File: config.mk
export PLATFORM = sky130hd
export DESIGN_NAME = escaped_line_assembler_rx_core
export DESIGN_NICKNAME = d
export VERILOG_FILES = /design/src/design/elarx_pkg.sv /design/src/design/escaped_line_assembler_rx_core.sv /design/src/design/elarx_dp.sv /design/src/design/elarx_ctrl.sv
export SDC_FILE = /design/constraint.sdc
export NUM_CORES = 1
export LEC_CHECK = 0
export ABC_AREA = 1
export ABC_CLOCK_PERIOD_IN_PS = 5700
export BUFFER_PORTS_ARGS = -buffer_cell sky130_fd_sc_hd__clkbuf_2
export CORE_MARGIN = 3
export CORE_UTILIZATION = 50
export CTS_BUF_LIST = sky130_fd_sc_hd__clkbuf_4
export DETAILED_ROUTE_END_ITERATION = 7
export PLACE_DENSITY_LB_ADDON = 0.25
export SYNTH_ARGS = -nofsm -noshare
export SYNTH_HDL_FRONTEND = slang
export SYNTH_SLANG_ARGS = --single-unit
File: constraint.sdc
create_clock -name i_clk -period 5.7 [get_ports i_clk]
set_input_delay 0.855 -clock i_clk [delete_from_list [all_inputs] [get_ports i_clk]]
set_output_delay 0.855 -clock i_clk [all_outputs]
set_load 0.01 [all_outputs]
File: src/design/elarx_pkg.sv
// Shared codes, action types and controller/datapath interface structs.
package elarx_pkg;

    // Received control codes.
    localparam logic [7:0] ESC_CODE   = 8'h01;
    localparam logic [7:0] BS_CODE    = 8'h08;
    localparam logic [7:0] LF_CODE    = 8'h0a;
    localparam logic [7:0] CR_CODE    = 8'h0d;
    localparam logic [7:0] XON_CODE   = 8'h11;
    localparam logic [7:0] XOFF_CODE  = 8'h13;
    localparam logic [7:0] NUL_CODE   = 8'h00;
    localparam logic [7:0] ESC_OFFSET = 8'h40;

    // Configuration register indexes.
    localparam logic [1:0] REG_BACKSPACE_ENABLE = 2'd0;
    localparam logic [1:0] REG_LF_HANDLING      = 2'd1;
    localparam logic [1:0] REG_BINARY_MODE      = 2'd2;

    // Result kinds.
    localparam logic KIND_LINE_BYTE = 1'b0;
    localparam logic KIND_ERASE     = 1'b1;

    // What an accepted byte causes.
    typedef enum logic [1:0] {
        ACT_DROP  = 2'd0,
        ACT_STORE = 2'd1,
        ACT_FLUSH = 2'd2,
        ACT_ECHO  = 2'd3
    } t_act;

    // Commands from the controller to the datapath.
    typedef struct packed {
        logic accept;      // input transaction taken this cycle
        logic rd_en;       // read the next stored byte
        logic load_line;   // move read data into the output register
        logic load_echo;   // load an erase echo into the output register
        logic clear_fill;  // last line byte loaded, empty the store
    } t_dp_cmd;

    // Status from the datapath to the controller.
    typedef struct packed {
        t_act act;         // action for the byte at the input
        logic rd_last;     // read data is the final byte of the line
        logic out_free;    // output register can take a result this cycle
    } t_dp_sts;

endpackage

File: src/design/escaped_line_assembler_rx_core.sv
// A byte that ends a line is followed by a store read, then its first line byte enters the output register.
// Throughput: one input byte per cycle while idle; a line flush holds input until its last byte is loaded,
// paced by the single registered read port of the line store (one byte per cycle unless stalled).
// An erase echo holds input until the echo is loaded; result stream stalls lengthen both holds.
// Reset is synchronous, active low: control registers return to defaults; store and data registers are kept.
module escaped_line_assembler_rx_core #(
    parameter int LINE_SIZE = 64
) (
    input  logic       i_clk,
    input  logic       i_rst_n,
    // Received byte stream.
    input  logic       i_s_tvalid,
    output logic       o_s_tready,
    input  logic [7:0] i_s_tdata,   // [7:0] rx_byte
    input  logic       i_s_tlast,   // chunk_end
    // Result stream.
    output logic       o_m_tvalid,
    input  logic       i_m_tready,
    output logic [7:0] o_m_tdata,   // [7:0] out_byte
    output logic       o_m_tuser,   // [0] result_kind
    output logic       o_m_tlast,   // line_last
    // Configuration writes.
    input  logic       i_cfg_valid,
    output logic       o_cfg_ready,
    input  logic [1:0] i_cfg_index,
    input  logic       i_cfg_data
);
    elarx_pkg::t_dp_cmd w_cmd;
    elarx_pkg::t_dp_sts w_sts;

    assign o_cfg_ready = 1'b1;

    // Sequencing of accepts, echoes and flushes.
    elarx_ctrl u_ctrl (
        .i_clk      (i_clk),
        .i_rst_n    (i_rst_n),
        .i_in_valid (i_s_tvalid),
        .o_in_ready (o_s_tready),
        .i_sts      (w_sts),
        .o_cmd      (w_cmd)
    );

    // Decode, store and output path.
    elarx_dp #(
        .LINE_SIZE (LINE_SIZE)
    ) u_dp (
        .i_clk       (i_clk),
        .i_rst_n     (i_rst_n),
        .i_rx_byte   (i_s_tdata),
        .i_chunk_end (i_s_tlast),
        .i_cfg_we    (i_cfg_valid),
        .i_cfg_index (i_cfg_index),
        .i_cfg_data  (i_cfg_data),
        .i_cmd       (w_cmd),
        .o_sts       (w_sts),
        .i_out_ready (i_m_tready),
        .o_out_valid (o_m_tvalid),
        .o_out_byte  (o_m_tdata),
        .o_out_kind  (o_m_tuser),
        .o_out_last  (o_m_tlast)
    );

`ifndef SYNTHESIS
    // An erase echo always carries a zero byte and closes its own result.
    a_echo_form: assert property (@(posedge i_clk) disable iff (!i_rst_n)
        (o_m_tvalid && o_m_tuser) |-> (o_m_tlast && o_m_tdata == 8'h00))
        else $error("erase echo malformed");

    // No input transaction is taken while the store is being read out.
    a_no_accept_in_flush: assert property (@(posedge i_clk) disable iff (!i_rst_n)
        (w_cmd.rd_en || w_cmd.load_line) |-> !o_s_tready)
        else $error("input accepted during flush");

    // A loaded result is never dropped before the sink takes it.
    a_out_hold: assert property (@(posedge i_clk) disable iff (!i_rst_n)
        (o_m_tvalid && !i_m_tready) |=> o_m_tvalid)
        else $error("result lost while stalled");
`endif

endmodule

File: src/design/elarx_dp.sv
// Datapath: byte decode, line store memory, fill count, read path and output register.
module elarx_dp #(
    parameter int LINE_SIZE = 64
) (
    input  logic                  i_clk,
    input  logic                  i_rst_n,
    input  logic [7:0]            i_rx_byte,
    input  logic                  i_chunk_end,
    input  logic                  i_cfg_we,
    input  logic [1:0]            i_cfg_index,
    input  logic                  i_cfg_data,
    input  elarx_pkg::t_dp_cmd    i_cmd,
    output elarx_pkg::t_dp_sts    o_sts,
    input  logic                  i_out_ready,
    output logic                  o_out_valid,
    output logic [7:0]            o_out_byte,
    output logic                  o_out_kind,
    output logic                  o_out_last
);
    localparam int CW = $clog2(LINE_SIZE + 1);
    localparam int AW = (LINE_SIZE > 2) ? $clog2(LINE_SIZE) : 1;
    localparam logic [CW-1:0] FULL_COUNT = CW'(LINE_SIZE);

    // Configuration and control state.
    logic          r_bs_en;
    logic          r_lf_mode;
    logic          r_bin_mode;
    logic          r_esc;
    logic [CW-1:0] r_fill;
    logic [CW-1:0] r_rd_idx;

    // Line store and its registered read port.
    logic [7:0]    r_mem [LINE_SIZE];
    logic [7:0]    r_rd_data;
    logic          r_rd_last;

    // Output register.
    logic          r_out_valid;
    logic [7:0]    r_out_byte;
    logic          r_out_kind;
    logic          r_out_last;

    logic [7:0]    n_byte;
    logic [CW-1:0] n_fill_inc;
    elarx_pkg::t_act n_act;
    logic          n_esc_set;

    // Decode the byte at the input into an action and the value to store.
    always_comb begin
        n_byte     = i_rx_byte;
        n_act      = elarx_pkg::ACT_DROP;
        n_esc_set  = 1'b0;
        n_fill_inc = r_fill + CW'(1);
        if (r_esc) begin
            n_byte = i_rx_byte - elarx_pkg::ESC_OFFSET;
            n_act  = elarx_pkg::ACT_STORE;
        end else if (i_rx_byte == elarx_pkg::ESC_CODE) begin
            n_esc_set = 1'b1;
        end else if (i_rx_byte == elarx_pkg::BS_CODE) begin
            if (r_bs_en && (r_fill != '0)) begin
                n_act = elarx_pkg::ACT_ECHO;
            end
        end else if (i_rx_byte == elarx_pkg::XON_CODE || i_rx_byte == elarx_pkg::XOFF_CODE ||
                     i_rx_byte == elarx_pkg::NUL_CODE) begin
            n_act = elarx_pkg::ACT_DROP;
        end else if (!r_lf_mode) begin
            if (i_rx_byte == elarx_pkg::LF_CODE) begin
                n_byte = elarx_pkg::CR_CODE;
                n_act  = elarx_pkg::ACT_STORE;
            end else if (i_rx_byte != elarx_pkg::CR_CODE) begin
                n_act = elarx_pkg::ACT_STORE;
            end
        end else begin
            if (i_rx_byte != elarx_pkg::LF_CODE) begin
                n_act = elarx_pkg::ACT_STORE;
            end
        end
        // A stored byte ends the line on CR, on a full store or at a binary chunk end.
        if (n_act == elarx_pkg::ACT_STORE) begin
            if (n_byte == elarx_pkg::CR_CODE || n_fill_inc == FULL_COUNT ||
                (r_bin_mode && i_chunk_end)) begin
                n_act = elarx_pkg::ACT_FLUSH;
            end
        end
    end

    // Configuration writes.
    always_ff @(posedge i_clk) begin
        if (!i_rst_n) begin
            r_bs_en    <= 1'b1;
            r_lf_mode  <= 1'b0;
            r_bin_mode <= 1'b0;
        end else if (i_cfg_we) begin
            case (i_cfg_index)
                elarx_pkg::REG_BACKSPACE_ENABLE: r_bs_en    <= i_cfg_data;
                elarx_pkg::REG_LF_HANDLING:      r_lf_mode  <= i_cfg_data;
                elarx_pkg::REG_BINARY_MODE:      r_bin_mode <= i_cfg_data;
                default: ;
            endcase
        end
    end

    // Escape flag, fill count and read index.
    always_ff @(posedge i_clk) begin
        if (!i_rst_n) begin
            r_esc    <= 1'b0;
            r_fill   <= '0;
            r_rd_idx <= '0;
        end else begin
            if (i_cmd.accept) begin
                r_esc <= n_esc_set;
                if (n_act == elarx_pkg::ACT_STORE || n_act == elarx_pkg::ACT_FLUSH) begin
                    r_fill <= n_fill_inc;
                end else if (n_act == elarx_pkg::ACT_ECHO) begin
                    r_fill <= r_fill - CW'(1);
                end
            end
            if (i_cmd.clear_fill) begin
                r_fill   <= '0;
                r_rd_idx <= '0;
            end else if (i_cmd.rd_en) begin
                r_rd_idx <= r_rd_idx + CW'(1);
            end
        end
    end

    // Line store: one write port at the fill position, one registered read port.
    always_ff @(posedge i_clk) begin
        if (i_cmd.accept &&
            (n_act == elarx_pkg::ACT_STORE || n_act == elarx_pkg::ACT_FLUSH)) begin
            r_mem[r_fill[AW-1:0]] <= n_byte;
        end
        if (i_cmd.rd_en) begin
            r_rd_data <= r_mem[r_rd_idx[AW-1:0]];
            r_rd_last <= (r_rd_idx == r_fill - CW'(1));
        end
    end

    // Output register, freed when the downstream side takes the transaction.
    always_ff @(posedge i_clk) begin
        if (!i_rst_n) begin
            r_out_valid <= 1'b0;
        end else if (i_cmd.load_line || i_cmd.load_echo) begin
            r_out_valid <= 1'b1;
        end else if (i_out_ready) begin
            r_out_valid <= 1'b0;
        end
    end

    always_ff @(posedge i_clk) begin
        if (i_cmd.load_echo) begin
            r_out_byte <= 8'h00;
            r_out_kind <= elarx_pkg::KIND_ERASE;
            r_out_last <= 1'b1;
        end else if (i_cmd.load_line) begin
            r_out_byte <= r_rd_data;
            r_out_kind <= elarx_pkg::KIND_LINE_BYTE;
            r_out_last <= r_rd_last;
        end
    end

    assign o_sts.act      = n_act;
    assign o_sts.rd_last  = r_rd_last;
    assign o_sts.out_free = !r_out_valid || i_out_ready;

    assign o_out_valid = r_out_valid;
    assign o_out_byte  = r_out_byte;
    assign o_out_kind  = r_out_kind;
    assign o_out_last  = r_out_last;

endmodule

File: src/design/elarx_ctrl.sv
// Controller: accepts bytes, sequences erase echoes and line flushes.
module elarx_ctrl (
    input  logic               i_clk,
    input  logic               i_rst_n,
    input  logic               i_in_valid,
    output logic               o_in_ready,
    input  elarx_pkg::t_dp_sts i_sts,
    output elarx_pkg::t_dp_cmd o_cmd
);
    typedef enum logic [1:0] {
        ST_IDLE    = 2'd0,
        ST_ECHO    = 2'd1,
        ST_FL_READ = 2'd2,
        ST_FL_SEND = 2'd3
    } t_state;

    t_state r_state;
    t_state n_state;

    // Next state and datapath commands.
    always_comb begin
        n_state = r_state;
        o_cmd   = '0;
        case (r_state)
            ST_IDLE: begin
                if (i_in_valid) begin
                    o_cmd.accept = 1'b1;
                    case (i_sts.act)
                        elarx_pkg::ACT_ECHO:  n_state = ST_ECHO;
                        elarx_pkg::ACT_FLUSH: n_state = ST_FL_READ;
                        default:              n_state = ST_IDLE;
                    endcase
                end
            end
            ST_ECHO: begin
                if (i_sts.out_free) begin
                    o_cmd.load_echo = 1'b1;
                    n_state         = ST_IDLE;
                end
            end
            ST_FL_READ: begin
                o_cmd.rd_en = 1'b1;
                n_state     = ST_FL_SEND;
            end
            ST_FL_SEND: begin
                // Hand over the read byte and fetch the next one in the same cycle.
                if (i_sts.out_free) begin
                    o_cmd.load_line = 1'b1;
                    if (i_sts.rd_last) begin
                        o_cmd.clear_fill = 1'b1;
                        n_state          = ST_IDLE;
                    end else begin
                        o_cmd.rd_en = 1'b1;
                    end
                end
            end
            default: n_state = ST_IDLE;
        endcase
    end

    // State register.
    always_ff @(posedge i_clk) begin
        if (!i_rst_n) begin
            r_state <= ST_IDLE;
        end else begin
            r_state <= n_state;
        end
    end

    assign o_in_ready = (r_state == ST_IDLE);

endmodule
==> results.yml <==
run_status:
  status: "finished clean"
synth:
  ys_ff_latch: 552
  synth_edf_count: 521
  netlist_instances: 1938
  avgSynthCellArea_um2: 11.8
  synth_seq_area_share_pct: 71.3
  ys_types: 40
  postSynth.asyncResetShare_pct: 0
  synth_area_um2: 22800
  yosysWarnings: 0
  ys.flop_type: "edfxtp_1"
  synth_nets: 1963
sta:
  setup_viol: 0
  slew_violations: 0
  fin_hold_ws_ns: 0.264
  fin_crit_sh_pct: 73.2
  rsz0062_at_grt: "false"
  skew_ns: 0.0553
  hold_viol: 0
  fmax_mhz: 240
  slew_headroom_pct: 23.3
  tns_ns: 0
  period_minus_slack_ns: 4.17
  tightest_slew_ns: 1.14
floorplan:
  die_w_um: 220
  fp.coreArea_um2: 44600
  rows: 77
  io_pins: 30
  die_y_um: 220
  die_area_um2: 48200
  start_util_pct: 51.1
detailed_routing:
  wirelength_um: 60200
  wl_per_cell_um: 21.8
  drc: 0
  vias_per_cell: 5.77
  vias: 15920
  ant_nets: 0
  dr.first_iter.drc_count: 1788
  first_pass_iters: 6
placed_design:
  hpwlAfterDp_um: 35100
  port_buffers: 28
  routabilityCongestion: 0.915
worst_setup_path:
  crit_path_start_kind: "register"
  critPathArrivalTime_ns: 4.59
  crit_required_ns: 6.12
  crit_type: "register to register"
  path_max_fanout: 8
  end_kind: "register"
global_route:
  grt_pass1_vias: 16030
  grt_pass1_wl_um: 92200
  antenna_found_initial: 2
  grt_util_all_layers_pct: 25.4
  overflow: 0
  grt_max_degree: 128
min_path:
  min_path_type: "input port to register"
finish:
  fillerInstances: 3738
  syn2layout_area_growth_pct: 11.5
  final_nets: 2093
  final_common_cell: "edfxtp_1"
  layout_common_cells: "edfxtp_1, nor2_1, nand2_1, o21ai_0, clkbuf_4"
  layout-drive-gt1-share_pct: 15.6
cts:
  cts.sink_count: 552
  htree_levels: 4
  hold_buffers: 0
  postCtsSetupBuffers: 0
  cts_buffer_depth: 3
  cts_buffers: 141
  cts_tree: "done"
  clk_latency_ns: 0.87
  path_clk_slew_ns: 0.06
  root_buffer: "clkbuf_4"
  cts_resized: 0
pwr:
  combPwrFrac_pct: 3.9
  peakVddDrop_v: 0.000145
  switchingPower_mw: 1.82
  swShare_pct: 22.4
  power.density_nw_per_um2: 320
  p_leak_nw: 8.98
  p_int_mw: 6.32
  p_seq_share_pct: 55.2
  p_clk_share_pct: 41.0
run:
  cap_violations: 0
-- power groups by stage --
| stage | sequential [mW] | clock (mW) | combinational, mW |
|---|---|---|---|
| finish | 4.49 | 3.34 | 0.314 |
| global route | 4.49 | 3.63 | 0.341 |
| CTS | 4.49 | 3.39 | 0.312 |
| detailed placement | 4.58 | 0 | 0.310 |
| global placement | 4.58 | 0 | 0.309 |
| floorplan | 4.57 | 0 | 0.180 |
-- critical path, cell delays in order (launching register included) --
cell      delay [ns]
dfxtp_1         0.55
ha_1            0.24
nand2_1         0.11
inv_1           0.12
nand2_1         0.07
nand2_1         0.09
nand2_1         0.07
nand2_1         0.07
nor2_1          0.04
a21boi_0        0.23
nand3_1         0.12
nand2_1         0.09
inv_1           0.06
ha_1            0.39
inv_1           0.19
nor2_4          0.22
nand2_1         0.39
nor2_1          0.73
-- cells in the mapped netlist, types with 8 or more instances --
master / n / area (µm²)
nand2_1: 239 / 897
o21ai_0: 232 / 1160
nand4_1: 17 / 106
inv_1: 71 / 267
ha_1: 8 / 100
o221ai_1: 12 / 105
o21ai_1: 17 / 85.1
xor2_1: 10 / 87.6
nand3_1: 106 / 531
buf_2: 59 / 295
buf_6: 8 / 90.1
edfxtp_1: 521 / 15600
nor2_1: 381 / 1430
clkbuf_1: 34 / 128
dfxtp_1: 31 / 621
o211ai_1: 57 / 428
buf_4: 13 / 97.6
a21oi_1: 36 / 180
o22ai_1: 44 / 275
-- metal layers --
| layer | track usage [%] | up-vias | part of all wire [%] |
|---|---|---|---|
| met5 | 0 | - | 0 |
| li1 | - | 7286 | - |
| met2 | 41.0 | 831 | 48 |
| met3 | 6.58 | 132 | 9.6 |
| met4 | 9.89 | 0 | 2.9 |
| met1 | 33.3 | 7671 | 40 |
-- area by class of cell --
class / count / area (µm²) / area share [%]
Sequential cell: 552 / 16300 / 64.0
Multi-Input combinational cell: 1193 / 5640 / 22.2
Clock buffer: 198 / 1490 / 5.85
Tap cell: 592 / 741 / 2.91
Timing Repair Buffer: 105 / 718 / 2.82
Inverter: 75 / 292 / 1.15
Clock inverter: 41 / 270 / 1.06
Antenna cell: 2 / 5.00 / 0.0197
-- state kept, by name, indices dropped and copies added (netlist names), 2 cells and up --
name	cells
u_dp.r_fill	7
u_dp.r_rd_idx	7
u_dp.r_rd_data	8
u_ctrl.r_state	2
u_dp.r_mem	512
u_dp.o_out_byte	8
-- kinds of logic after synthesis --
logic type,after synthesis,synth area share [%]
and+or+nand+nor,763,13.7
DFF,552,71.3
AOI/OAI and AO/OA,410,10.2
buffers and inverters,193,3.98
xor gates and xnor gates,11,0.422
adders and majority gates,8,0.439
other,1,0.0164
-- worst paths after layout --
path	startpoint	endpoint	slack [ns]	cells after the start
min reg2reg	u_dp.o_out_kind	u_dp.o_out_kind	0.46	1
min	i_rst_n	u_dp.r_bs_en	0.26	2
max reg2reg	u_dp.r_fill[0]	u_dp.r_mem[40][1]	1.53	17
max	u_dp.r_fill[0]	u_dp.r_mem[40][1]	1.53	17
-- stage by stage --
step                      power (mW)  area, µm²  setup WS, ns  utilization, %  cells
after floorplan                 4.75      22800          1.90               -   1938
after global placement          4.89      23700          1.14            53.1   2517
after detailed placement        4.89      23700          1.10            53.1   2517
after CTS                       8.20      25400          1.55            57.0   2756
after global routing            8.46      25400          1.19            57.0   2758
final                           8.14      25400          1.53            57.0   2758
No activity file was read; power rests on OpenSTA's default activity.
